===== config.mk =====
export PLATFORM = sky130hd
export DESIGN_NAME = unit_health_supervisor_top
export DESIGN_NICKNAME = d
export VERILOG_FILES = /design/src/sv/uhs_pkg.sv /design/src/sv/unit_health_supervisor_top.sv /design/src/sv/uhs_front.sv /design/src/sv/uhs_back.sv
export SDC_FILE = /design/constraint.sdc
export NUM_CORES = 2
export LEC_CHECK = 0
export BUFFER_PORTS_ARGS = -buffer_cell sky130_fd_sc_hd__buf_2
export CORE_ASPECT_RATIO = 0.6
export CORE_MARGIN = 2
export CORE_UTILIZATION = 57
export DETAILED_ROUTE_END_ITERATION = 10
export GPL_ROUTABILITY_DRIVEN = 0
export PLACE_DENSITY = 0.73
export SLEW_MARGIN = 25
export SYNTH_ARGS = -nofsm -noshare
export SYNTH_HDL_FRONTEND = slang
export SYNTH_HIERARCHICAL = 1
export SYNTH_SLANG_ARGS = --single-unit

===== constraint.sdc =====
create_clock -name clk -period 12 [get_ports clk]
set_input_delay 2.4 -clock clk [delete_from_list [all_inputs] [get_ports clk]]
set_output_delay 2.4 -clock clk [all_outputs]
set_load 0.01 [all_outputs]

===== src/sv/uhs_pkg.sv =====
// Shared types, codes and constants of the unit health supervisor.
package uhs_pkg;

  localparam int UNITS_DEF   = 16;
  localparam int UNIT_W      = 4;
  localparam int OP_W        = 4;
  localparam int PADDR_W     = 3;
  localparam int PDATA_W     = 32;
  localparam int QUEUE_DEPTH = 2;   // power of two, pointers wrap by themselves
  localparam int QPTR_W      = (QUEUE_DEPTH > 1) ? $clog2(QUEUE_DEPTH) : 1;
  localparam int QCNT_W      = $clog2(QUEUE_DEPTH + 1);

  localparam logic [7:0]  RESTART_LIMIT_RST  = 8'd3;
  localparam logic [15:0] RESTART_WINDOW_RST = 16'd60;
  localparam logic [7:0]  MISS_FAIL_LIMIT    = 8'd3;
  localparam logic [7:0]  MISS_DEGRADE_LIMIT = 8'd2;

  // Register index as decoded from paddr[2].
  localparam logic REG_RESTART_LIMIT  = 1'b0;
  localparam logic REG_RESTART_WINDOW = 1'b1;

  // Operation codes on the input channel.
  localparam logic [OP_W-1:0] OPC_REGISTER  = 4'd0;
  localparam logic [OP_W-1:0] OPC_ADD_DEP   = 4'd1;
  localparam logic [OP_W-1:0] OPC_HEARTBEAT = 4'd2;
  localparam logic [OP_W-1:0] OPC_MISSED    = 4'd3;
  localparam logic [OP_W-1:0] OPC_CRASH     = 4'd4;
  localparam logic [OP_W-1:0] OPC_RESTART   = 4'd5;
  localparam logic [OP_W-1:0] OPC_STOP      = 4'd6;
  localparam logic [OP_W-1:0] OPC_ENFORCE   = 4'd7;
  localparam logic [OP_W-1:0] OPC_TICK      = 4'd8;
  localparam logic [OP_W-1:0] OPC_QUERY     = 4'd9;

  typedef enum logic [3:0] {
    CLS_REGISTER,
    CLS_ADD_DEP,
    CLS_HEARTBEAT,
    CLS_MISSED,
    CLS_CRASH,
    CLS_RESTART,
    CLS_STOP,
    CLS_ENFORCE,
    CLS_TICK,
    CLS_QUERY,
    CLS_BAD
  } cls_t;

  typedef enum logic [1:0] {
    MODE_RUNNING    = 2'd0,
    MODE_DEGRADED   = 2'd1,
    MODE_RECOVERING = 2'd2,
    MODE_FAILED     = 2'd3
  } mode_t;

  typedef enum logic [1:0] {
    ST_OK     = 2'd0,
    ST_NOREG  = 2'd1,
    ST_REJECT = 2'd2
  } st_t;

  typedef struct packed {
    logic [OP_W-1:0]   operation;
    logic [UNIT_W-1:0] unit;
    logic [UNIT_W-1:0] other_unit;
    logic              spawn_ok;
  } in_item_t;

  typedef struct packed {
    logic        accepted;
    logic [1:0]  status;
    logic [1:0]  unit_mode_out;
    logic [15:0] restart_count_out;
    logic [7:0]  window_restarts_out;
    logic [7:0]  missed_count_out;
  } out_item_t;

  // Classified event as it waits between front and back end.
  typedef struct packed {
    cls_t              cls;
    logic [UNIT_W-1:0] unit;
    logic [UNIT_W-1:0] other_unit;
    logic              spawn_ok;
    logic              unit_ok;
    logic              other_ok;
  } work_t;

endpackage


===== src/sv/unit_health_supervisor_top.sv =====
// Top level of the unit health supervisor: front end, back end and register port.
//
// Keeps a health record for each of UNITS slots (mode, missed heartbeats,
// total and windowed restart counts, dependents mask) and returns one result
// transfer per event transfer, in order. The front end takes an event in the
// cycle it is offered while its two-entry queue has room; the back end then
// takes each event through S_FETCH, which reads the slot and compares the time
// since the window start against restart_window_s, and S_APPLY, which updates
// the record, degrades dependents and loads the result register, waiting there
// while a held result is stalled. The back end fetches no new event before the
// last one has committed its result. Still, a held result does not block
// the front end, which keeps filling its queue. Slot valid bits clear at reset,
// so the block takes events right after reset with no clearing pass. Write
// the restart limit (byte address 0) and restart_window_s (byte address 4)
// only while no event is in flight; reads return the stored values, pready is
// tied high.
module unit_health_supervisor_top #(
  parameter int UNITS = uhs_pkg::UNITS_DEF
) (
  input  logic                        clk,
  input  logic                        rst_n,
  input  logic                        in_valid,
  output logic                        in_stall,
  input  uhs_pkg::in_item_t           in_item,
  output logic                        out_valid,
  input  logic                        out_stall,
  output uhs_pkg::out_item_t          out_item,
  input  logic                        psel,
  input  logic                        penable,
  input  logic                        pwrite,
  input  logic [uhs_pkg::PADDR_W-1:0] paddr,
  input  logic [uhs_pkg::PDATA_W-1:0] pwdata,
  output logic [uhs_pkg::PDATA_W-1:0] prdata,
  output logic                        pready
);

  logic [7:0]     restart_limit_r;
  logic [15:0]    restart_window_r;
  logic           cfg_wr;
  logic           q_valid;
  logic           q_pop;
  uhs_pkg::work_t q_item;

  // Register port: write in the access phase, word select on paddr[2].
  assign pready = 1'b1;
  assign cfg_wr = psel && penable && pwrite;

  always_ff @(posedge clk) begin
    if (!rst_n) begin
      restart_limit_r  <= uhs_pkg::RESTART_LIMIT_RST;
      restart_window_r <= uhs_pkg::RESTART_WINDOW_RST;
    end else if (cfg_wr) begin
      unique case (paddr[2])
        uhs_pkg::REG_RESTART_LIMIT:  restart_limit_r  <= pwdata[7:0];
        uhs_pkg::REG_RESTART_WINDOW: restart_window_r <= pwdata[15:0];
        default: begin
        end
      endcase
    end
  end

  always_comb begin
    unique case (paddr[2])
      uhs_pkg::REG_RESTART_LIMIT:  prdata = uhs_pkg::PDATA_W'(restart_limit_r);
      uhs_pkg::REG_RESTART_WINDOW: prdata = uhs_pkg::PDATA_W'(restart_window_r);
      default:                     prdata = '0;
    endcase
  end

  // Classify and queue incoming events.
  uhs_front #(
    .UNITS (UNITS)
  ) u_front (
    .clk      (clk),
    .rst_n    (rst_n),
    .in_valid (in_valid),
    .in_stall (in_stall),
    .in_item  (in_item),
    .q_valid  (q_valid),
    .q_pop    (q_pop),
    .q_item   (q_item)
  );

  // Execute events against the records and hold the result for transfer.
  uhs_back #(
    .UNITS (UNITS)
  ) u_back (
    .clk              (clk),
    .rst_n            (rst_n),
    .q_valid          (q_valid),
    .q_pop            (q_pop),
    .q_item           (q_item),
    .restart_limit    (restart_limit_r),
    .restart_window_s (restart_window_r),
    .out_valid        (out_valid),
    .out_stall        (out_stall),
    .out_item         (out_item)
  );

endmodule


===== src/sv/uhs_front.sv =====
// Front end: accepts events, classifies them and queues them for the back end.
module uhs_front #(
  parameter int UNITS = uhs_pkg::UNITS_DEF
) (
  input  logic              clk,
  input  logic              rst_n,
  input  logic              in_valid,
  output logic              in_stall,
  input  uhs_pkg::in_item_t in_item,
  output logic              q_valid,
  input  logic              q_pop,
  output uhs_pkg::work_t    q_item
);

  uhs_pkg::work_t                   entries_r [uhs_pkg::QUEUE_DEPTH];
  logic [uhs_pkg::QPTR_W-1:0]       wr_ptr_r;
  logic [uhs_pkg::QPTR_W-1:0]       rd_ptr_r;
  logic [uhs_pkg::QCNT_W-1:0]       cnt_r;
  logic [uhs_pkg::QCNT_W-1:0]       cnt_nxt;
  logic                             push;
  uhs_pkg::work_t                   cls_item;

  assign in_stall = (cnt_r == uhs_pkg::QCNT_W'(uhs_pkg::QUEUE_DEPTH));
  assign push     = in_valid && !in_stall;
  assign q_valid  = (cnt_r != '0);
  assign q_item   = entries_r[rd_ptr_r];

  // Classify: map the op code and flag slot numbers outside the table.
  always_comb begin
    cls_item.unit       = in_item.unit;
    cls_item.other_unit = in_item.other_unit;
    cls_item.spawn_ok   = in_item.spawn_ok;
    cls_item.unit_ok    = (32'(in_item.unit) < 32'(UNITS));
    cls_item.other_ok   = (32'(in_item.other_unit) < 32'(UNITS));
    unique case (in_item.operation)
      uhs_pkg::OPC_REGISTER:  cls_item.cls = uhs_pkg::CLS_REGISTER;
      uhs_pkg::OPC_ADD_DEP:   cls_item.cls = uhs_pkg::CLS_ADD_DEP;
      uhs_pkg::OPC_HEARTBEAT: cls_item.cls = uhs_pkg::CLS_HEARTBEAT;
      uhs_pkg::OPC_MISSED:    cls_item.cls = uhs_pkg::CLS_MISSED;
      uhs_pkg::OPC_CRASH:     cls_item.cls = uhs_pkg::CLS_CRASH;
      uhs_pkg::OPC_RESTART:   cls_item.cls = uhs_pkg::CLS_RESTART;
      uhs_pkg::OPC_STOP:      cls_item.cls = uhs_pkg::CLS_STOP;
      uhs_pkg::OPC_ENFORCE:   cls_item.cls = uhs_pkg::CLS_ENFORCE;
      uhs_pkg::OPC_TICK:      cls_item.cls = uhs_pkg::CLS_TICK;
      uhs_pkg::OPC_QUERY:     cls_item.cls = uhs_pkg::CLS_QUERY;
      default:                cls_item.cls = uhs_pkg::CLS_BAD;
    endcase
  end

  always_comb begin
    cnt_nxt = cnt_r;
    if (push && !q_pop) begin
      cnt_nxt = cnt_r + uhs_pkg::QCNT_W'(1);
    end else if (!push && q_pop) begin
      cnt_nxt = cnt_r - uhs_pkg::QCNT_W'(1);
    end
  end

  always_ff @(posedge clk) begin
    if (!rst_n) begin
      wr_ptr_r <= '0;
      rd_ptr_r <= '0;
      cnt_r    <= '0;
    end else begin
      cnt_r <= cnt_nxt;
      if (push) begin
        wr_ptr_r <= wr_ptr_r + uhs_pkg::QPTR_W'(1);
      end
      if (q_pop) begin
        rd_ptr_r <= rd_ptr_r + uhs_pkg::QPTR_W'(1);
      end
    end
  end

  always_ff @(posedge clk) begin
    if (push) begin
      entries_r[wr_ptr_r] <= cls_item;
    end
  end

endmodule


===== src/sv/uhs_back.sv =====
// Back end: health records, event execution and the result register.
module uhs_back #(
  parameter int UNITS = uhs_pkg::UNITS_DEF
) (
  input  logic               clk,
  input  logic               rst_n,
  input  logic               q_valid,
  output logic               q_pop,
  input  uhs_pkg::work_t     q_item,
  input  logic [7:0]         restart_limit,
  input  logic [15:0]        restart_window_s,
  output logic               out_valid,
  input  logic               out_stall,
  output uhs_pkg::out_item_t out_item
);

  localparam int IDX_W = (UNITS > 1) ? $clog2(UNITS) : 1;

  typedef enum logic {
    S_FETCH,
    S_APPLY
  } state_t;

  state_t             state_r;
  uhs_pkg::work_t     work_r;
  logic               over_r;
  logic               out_valid_r;
  uhs_pkg::out_item_t out_item_r;

  // Record storage, one entry per slot.
  logic [UNITS-1:0]   valid_r;
  logic [UNITS-1:0]   valid_nxt;
  uhs_pkg::mode_t     mode_r   [UNITS];
  uhs_pkg::mode_t     mode_nxt [UNITS];
  logic [15:0]        rtot_r   [UNITS];
  logic [7:0]         wrst_r   [UNITS];
  logic [7:0]         miss_r   [UNITS];
  logic [31:0]        wstart_r [UNITS];
  logic [UNITS-1:0]   deps_r   [UNITS];
  logic [UNITS-1:0]   deps_nxt [UNITS];
  logic [31:0]        now_r;

  logic [IDX_W-1:0]   f_idx;
  logic [IDX_W-1:0]   a_idx;
  logic [IDX_W-1:0]   o_idx;
  logic               over_nxt;
  logic               out_free;
  logic               commit;

  logic               live;
  logic               o_live;
  uhs_pkg::mode_t     cur_mode;
  logic               failed;
  uhs_pkg::mode_t     own_mode;
  logic [15:0]        own_rtot;
  logic [7:0]         own_wrst;
  logic [7:0]         own_miss;
  logic [7:0]         bud_base;
  logic [7:0]         bud_wrst;
  uhs_pkg::mode_t     bud_mode;
  logic [7:0]         miss_inc;
  logic [15:0]        rtot_inc;
  logic               wr_own;
  logic               wr_start;
  logic               set_valid;
  logic               clear_col;
  logic               add_dep;
  logic               do_degrade;
  logic               do_restart;
  logic               tick;
  logic               acc;
  uhs_pkg::st_t       status;
  logic               live_after;
  uhs_pkg::out_item_t out_nxt;

  assign f_idx    = IDX_W'(q_item.unit);
  assign a_idx    = IDX_W'(work_r.unit);
  assign o_idx    = IDX_W'(work_r.other_unit);
  assign q_pop    = (state_r == S_FETCH) && q_valid;
  assign out_free = !out_valid_r || !out_stall;
  assign commit   = (state_r == S_APPLY) && out_free;

  assign out_valid = out_valid_r;
  assign out_item  = out_item_r;

  // Elapsed-time check of the restart window, taken while fetching.
  assign over_nxt = (now_r - wstart_r[f_idx]) > 32'(restart_window_s);

  // Budget arithmetic shared by crash, missed and enforce.
  always_comb begin
    cur_mode = mode_r[a_idx];
    failed   = (cur_mode == uhs_pkg::MODE_FAILED);
    live     = work_r.unit_ok && valid_r[a_idx];
    o_live   = work_r.other_ok && valid_r[o_idx];
    bud_base = over_r ? 8'd0 : wrst_r[a_idx];
    bud_wrst = (&bud_base) ? bud_base : bud_base + 8'd1;
    bud_mode = (bud_wrst > restart_limit) ? uhs_pkg::MODE_FAILED : uhs_pkg::MODE_RECOVERING;
    miss_inc = (&miss_r[a_idx]) ? miss_r[a_idx] : miss_r[a_idx] + 8'd1;
    rtot_inc = (&rtot_r[a_idx]) ? rtot_r[a_idx] : rtot_r[a_idx] + 16'd1;
  end

  // Event execution.
  always_comb begin
    own_mode   = cur_mode;
    own_rtot   = rtot_r[a_idx];
    own_wrst   = wrst_r[a_idx];
    own_miss   = miss_r[a_idx];
    wr_own     = 1'b0;
    wr_start   = 1'b0;
    set_valid  = 1'b0;
    clear_col  = 1'b0;
    add_dep    = 1'b0;
    do_degrade = 1'b0;
    do_restart = 1'b0;
    tick       = 1'b0;
    acc        = 1'b0;
    status     = uhs_pkg::ST_OK;

    priority if (work_r.cls == uhs_pkg::CLS_REGISTER) begin
      if (live && !failed) begin
        status = uhs_pkg::ST_REJECT;
      end else if (!work_r.unit_ok) begin
        status = uhs_pkg::ST_NOREG;
      end else if (work_r.spawn_ok) begin
        own_mode  = uhs_pkg::MODE_RUNNING;
        own_rtot  = '0;
        own_wrst  = '0;
        own_miss  = '0;
        wr_own    = 1'b1;
        wr_start  = 1'b1;
        set_valid = 1'b1;
        clear_col = 1'b1;
        acc       = 1'b1;
      end
    end else if (work_r.cls == uhs_pkg::CLS_TICK) begin
      tick = 1'b1;
    end else if (work_r.cls == uhs_pkg::CLS_BAD) begin
      status = uhs_pkg::ST_REJECT;
    end else if (!live) begin
      status = uhs_pkg::ST_NOREG;
    end else begin
      unique case (work_r.cls)
        uhs_pkg::CLS_ADD_DEP: begin
          if (!o_live) begin
            status = uhs_pkg::ST_NOREG;
          end else begin
            add_dep = 1'b1;
            acc     = 1'b1;
          end
        end
        uhs_pkg::CLS_HEARTBEAT: begin
          if (!failed) begin
            own_miss = '0;
            wr_own   = 1'b1;
            if (cur_mode == uhs_pkg::MODE_DEGRADED) begin
              own_mode = uhs_pkg::MODE_RUNNING;
            end
          end
        end
        uhs_pkg::CLS_MISSED: begin
          if (!failed) begin
            own_miss = miss_inc;
            wr_own   = 1'b1;
            if (miss_inc >= uhs_pkg::MISS_FAIL_LIMIT) begin
              do_restart = 1'b1;
            end else if (miss_inc >= uhs_pkg::MISS_DEGRADE_LIMIT) begin
              own_mode = uhs_pkg::MODE_DEGRADED;
            end
          end
        end
        uhs_pkg::CLS_CRASH: begin
          if (!failed) begin
            do_restart = 1'b1;
          end
        end
        uhs_pkg::CLS_RESTART: begin
          if (cur_mode != uhs_pkg::MODE_RECOVERING) begin
            status = uhs_pkg::ST_REJECT;
          end else if (work_r.spawn_ok) begin
            own_miss = '0;
            own_mode = uhs_pkg::MODE_RUNNING;
            wr_own   = 1'b1;
            acc      = 1'b1;
          end else begin
            own_mode   = uhs_pkg::MODE_FAILED;
            wr_own     = 1'b1;
            do_degrade = 1'b1;
          end
        end
        uhs_pkg::CLS_STOP: begin
          if (!failed) begin
            own_mode   = uhs_pkg::MODE_FAILED;
            wr_own     = 1'b1;
            do_degrade = 1'b1;
          end
        end
        uhs_pkg::CLS_ENFORCE: begin
          own_wrst = bud_wrst;
          own_mode = bud_mode;
          wr_start = over_r;
          wr_own   = 1'b1;
        end
        default: begin
        end
      endcase
    end

    // Count a restart, run the budget check, then hit the dependents.
    if (do_restart) begin
      own_rtot   = rtot_inc;
      own_wrst   = bud_wrst;
      own_mode   = bud_mode;
      wr_start   = over_r;
      wr_own     = 1'b1;
      do_degrade = 1'b1;
    end
  end

  // Next values of the per-slot arrays: own update first, dependents after.
  always_comb begin
    valid_nxt = valid_r;
    for (int i = 0; i < UNITS; i++) begin
      mode_nxt[i] = mode_r[i];
      deps_nxt[i] = deps_r[i];
    end
    if (set_valid) begin
      valid_nxt[a_idx] = 1'b1;
    end
    if (wr_own) begin
      mode_nxt[a_idx] = own_mode;
    end
    if (do_degrade) begin
      for (int d = 0; d < UNITS; d++) begin
        if (deps_r[a_idx][d] && valid_r[d] && mode_nxt[d] != uhs_pkg::MODE_FAILED) begin
          mode_nxt[d] = uhs_pkg::MODE_DEGRADED;
        end
      end
    end
    if (clear_col) begin
      for (int i = 0; i < UNITS; i++) begin
        deps_nxt[i][a_idx] = 1'b0;
      end
      deps_nxt[a_idx] = '0;
    end
    if (add_dep) begin
      deps_nxt[o_idx][a_idx] = 1'b1;
    end
  end

  always_comb begin
    live_after                  = work_r.unit_ok && valid_nxt[a_idx];
    out_nxt.accepted            = acc;
    out_nxt.status              = status;
    out_nxt.unit_mode_out       = live_after ? mode_nxt[a_idx] : 2'd0;
    out_nxt.restart_count_out   = live_after ? own_rtot : 16'd0;
    out_nxt.window_restarts_out = live_after ? own_wrst : 8'd0;
    out_nxt.missed_count_out    = live_after ? own_miss : 8'd0;
  end

  // Sequencer, work register and result register.
  always_ff @(posedge clk) begin
    if (!rst_n) begin
      state_r     <= S_FETCH;
      out_valid_r <= 1'b0;
    end else begin
      // Raise valid on a new result, drop it once the held one transfers.
      if (commit) begin
        out_valid_r <= 1'b1;
      end else if (!out_stall) begin
        out_valid_r <= 1'b0;
      end
      unique case (state_r)
        S_FETCH: begin
          if (q_valid) begin
            work_r  <= q_item;
            over_r  <= over_nxt;
            state_r <= S_APPLY;
          end
        end
        S_APPLY: begin
          if (out_free) begin
            out_item_r <= out_nxt;
            state_r    <= S_FETCH;
          end
        end
        default: begin
          state_r <= S_FETCH;
        end
      endcase
    end
  end

  always_ff @(posedge clk) begin
    if (!rst_n) begin
      valid_r <= '0;
      now_r   <= '0;
    end else if (commit) begin
      valid_r <= valid_nxt;
      if (tick) begin
        now_r <= now_r + 32'd1;
      end
    end
  end

  always_ff @(posedge clk) begin
    if (commit) begin
      for (int i = 0; i < UNITS; i++) begin
        mode_r[i] <= mode_nxt[i];
        deps_r[i] <= deps_nxt[i];
      end
      if (wr_own) begin
        rtot_r[a_idx] <= own_rtot;
        wrst_r[a_idx] <= own_wrst;
        miss_r[a_idx] <= own_miss;
      end
      if (wr_start) begin
        wstart_r[a_idx] <= now_r;
      end
    end
  end

endmodule


==> flow_summary.json <==
{
  "outcome": "finished, final reports clean",
  "regToRegSetupSlack_ps": 3480,
  "powerDensity_nw_per_um2": 217,
  "rsz0062_at_grt": "false",
  "ctsResizeCount": 0,
  "dr.pass1.iters": 7,
  "setup-violations-final": 0,
  "crit_path_max_fanout": 74,
  "drtAntennaViolNets": 0,
  "p_leak_nw": 25.0,
  "numPortBuffers": 91,
  "post-synth-top-area-cell": "edfxtp_1",
  "slew_headroom_pct": 22.8,
  "drt-total-wl_mm": 169,
  "start_util_pct": 57.3,
  "die_h_um": 266,
  "cp.required_ps": 12450,
  "grt_pass1_vias": 37300,
  "place_inst": 5455,
  "synth_ff_type": "edfxtp_1",
  "num_rows": 96,
  "stdcell_area_um2": 71900,
  "clock-skew-final_ps": 36.0,
  "fmax_mhz": 117,
  "synth_area_um2": 65200,
  "clk_pin_slew_ps": 70,
  "grt_overflow": 0,
  "final_util_pct": 63.1,
  "cp-end-kind": "register",
  "antenna_found_initial": 3,
  "r2r_cells": 25,
  "crit_end": "u_back/over_r$_DFFE_PP_",
  "htreeDepth": 4,
  "cts_tree": "built",
  "detail_route.wl_per_cell_um": 29.7,
  "design.portCount": 127,
  "cap_viol_max_count": 0,
  "stdcell_count": 5695,
  "clock_latency_ps": 780,
  "grt_pass1_wl_mm": 249,
  "total_power_mw": 15.6,
  "peakVddDrop_uv": 212,
  "slew_violations": 0,
  "cts-root-buf": "clkbuf_16",
  "core_area_um2": 114000,
  "postCtsHoldBufs": 0,
  "min_period_ps": 8520,
  "netlist_instances": 3973,
  "path_class": "register to register",
  "clock_sinks": 1474,
  "yosys_register_bits": 1474,
  "die_w_um": 441,
  "worstHoldPathType": "register to register",
  "grt_start_max_net_pins": 122,
  "num_vias": 38700,
  "cts.path.max_buffers": 3,
  "synth.avg_cell_area_um2": 16.4,
  "viasPerCell": 6.80,
  "placed_area_um2": 67500,
  "r2r-end": "u_back/over_r$_DFFE_PP_",
  "synth_area_leaders": "edfxtp_1 64%, mux4_2 13%, dfxtp_1 2.5%",
  "yosysTopAreaCellShare_pct": 64.1,
  "tns_ps": 0,
  "final_common_cell": "edfxtp_1",
  "worstMarginPinSlew_ps": 1160,
  "grt.total_usage_pct": 29.1,
  "fin_crit_sh_pct": 71.0,
  "area_growth_pct": 10.3,
  "postCtsSetupBuffers": 0,
  "die_area_um2": 117000,
  "dp_hpwl_mm": 101,
  "synth_edf_count": 1391,
  "synthArstFlopShare_pct": 0,
  "critPathLaunchType": "register",
  "drive_gt1_share_pct": 22.3,
  "yosysWarnings": 6,
  "final_nets": 4188,
  "route.detailed.drc": 0,
  "ys_types": 108,
  "final_cell_mix": "1391 x edfxtp_1, 387 x mux4_2, 329 x nand2_1, 303 x o21ai_0, 137 x clkbuf_16",
  "drt_iter0_drc": 5979,
  "crit_arrival_ps": 8970,
  "cts_buffers": 133,
  "seq_area_frac_synth_pct": 66.6,
  "hold_viol_final": 0
}
stage by stage:
stage | worst slack (ps) | hold WS, ps
3_3_place_gp | 3770 | 458
2_1_floorplan | 585 | 443
4_1_cts | 3580 | 474
6_report | 3480 | 471
3_5_place_dp | 3670 | 466
5_1_grt | 3090 | 492
synth_stat cells, types with 24 or more instances:
cell	instances
edfxtp_1	1391
mux4_2	387
nand2_1	330
o21ai_0	306
clkbuf_1	153
nor2_1	151
a22o_1	121
inv_1	104
a21oi_1	89
dfxtp_1	83
nor2b_1	78
mux2i_1	76
ha_1	60
nand3_1	57
and2_1	51
xnor2_1	42
nor3_1	34
and3_1	31
buf_4	25
buf_2	24
mux2_2	24
cell type report:
| cell class | count | area (um2) |
|---|---|---|
| sequential | 1474 | 43400 |
| fill | 7933 | 42000 |
| multi-input combinational | 2154 | 20500 |
| clock buffer | 171 | 3580 |
| tap | 1519 | 1900 |
| timing repair buffer | 200 | 1310 |
| clock inverter | 66 | 727 |
| inverter | 109 | 418 |
| antenna | 2 | 5.00 |
state kept, by name, indices dropped and copies added, names as in the netlist, 7 cells and up, named ones only:
register and count:
u_back/miss_r 128, u_front/entries_r 26, u_back/now_r 32, restart_limit_r 8
u_back/wrst_r 128, restart_window_r 16, u_back/deps_r 256, u_back/valid_r 16
u_back/work_r 7, u_back/wstart_r 512, u_back/out_item 37, u_back/mode_r 32
u_back/rtot_r 256
critical path, stage by stage (launching register included):
cell	delay, ps
dfxtp_1	910
mux2_8	730
buf_4	780
mux4_2	430
mux4_2	470
inv_1	90
ha_1	280
a21o_1	170
a21o_1	180
a21oi_1	130
o31a_1	260
nand2b_1	100
a21oi_1	230
nor2b_1	70
o21ai_0	120
nor2b_1	190
xnor2_1	100
ha_1	300
nand4_1	90
or2_2	320
nor4_1	450
o21ai_0	250
nor4_1	550
o2111ai_1	220
a2111oi_0	310
o2111ai_1	260
metal layers:
layer | GRT usage [%] | up-vias | share of wire [%]
li1 | - | 16000 | -
met1 | 45.2 | 19600 | 41
met2 | 39.4 | 2852 | 42
met3 | 9.47 | 319 | 15
met4 | 8.21 | 4 | 2.6
met5 | 0 | - | 0.017
power breakdown:
part	switching [mW]	leakage [nW]	internal, mW
Clock	1.88	2.09	2.40
Combinational	2.72	8.34	1.67
Sequential	0.315	14.6	6.65
Total	4.91	25.0	10.7
worst min-delay path by stage:
| stage | cells after the start | end | slack, ps | start |
|---|---|---|---|---|
| floorplan | 2 | restart_window_r[10]$_SDFFE_PN0P_ | 440 | restart_window_r[10]$_SDFFE_PN0P_ |
| global placement | 2 | restart_limit_r[5]$_SDFFE_PN0P_ | 460 | restart_limit_r[5]$_SDFFE_PN0P_ |
| detailed placement | 2 | restart_limit_r[5]$_SDFFE_PN0P_ | 470 | restart_limit_r[5]$_SDFFE_PN0P_ |
| CTS | 2 | restart_limit_r[5]$_SDFFE_PN0P_ | 470 | restart_limit_r[5]$_SDFFE_PN0P_ |
| global route | 2 | restart_limit_r[5]$_SDFFE_PN0P_ | 490 | restart_limit_r[5]$_SDFFE_PN0P_ |
| finish | 2 | restart_limit_r[5]$_SDFFE_PN0P_ | 470 | restart_limit_r[5]$_SDFFE_PN0P_ |
kinds of logic after synthesis:
group / after synthesis / share of synthesized area, %
compound gates: 694 / 7.03
xor+xnor: 53 / 0.712
fa+ha+maj: 61 / 1.18
buf+inv: 361 / 2.76
flops: 1474 / 66.6
mux: 507 / 15.7
other cells: 3 / 0.0173
simple gates: 820 / 6.00
(Power assumes the default switching activity.)
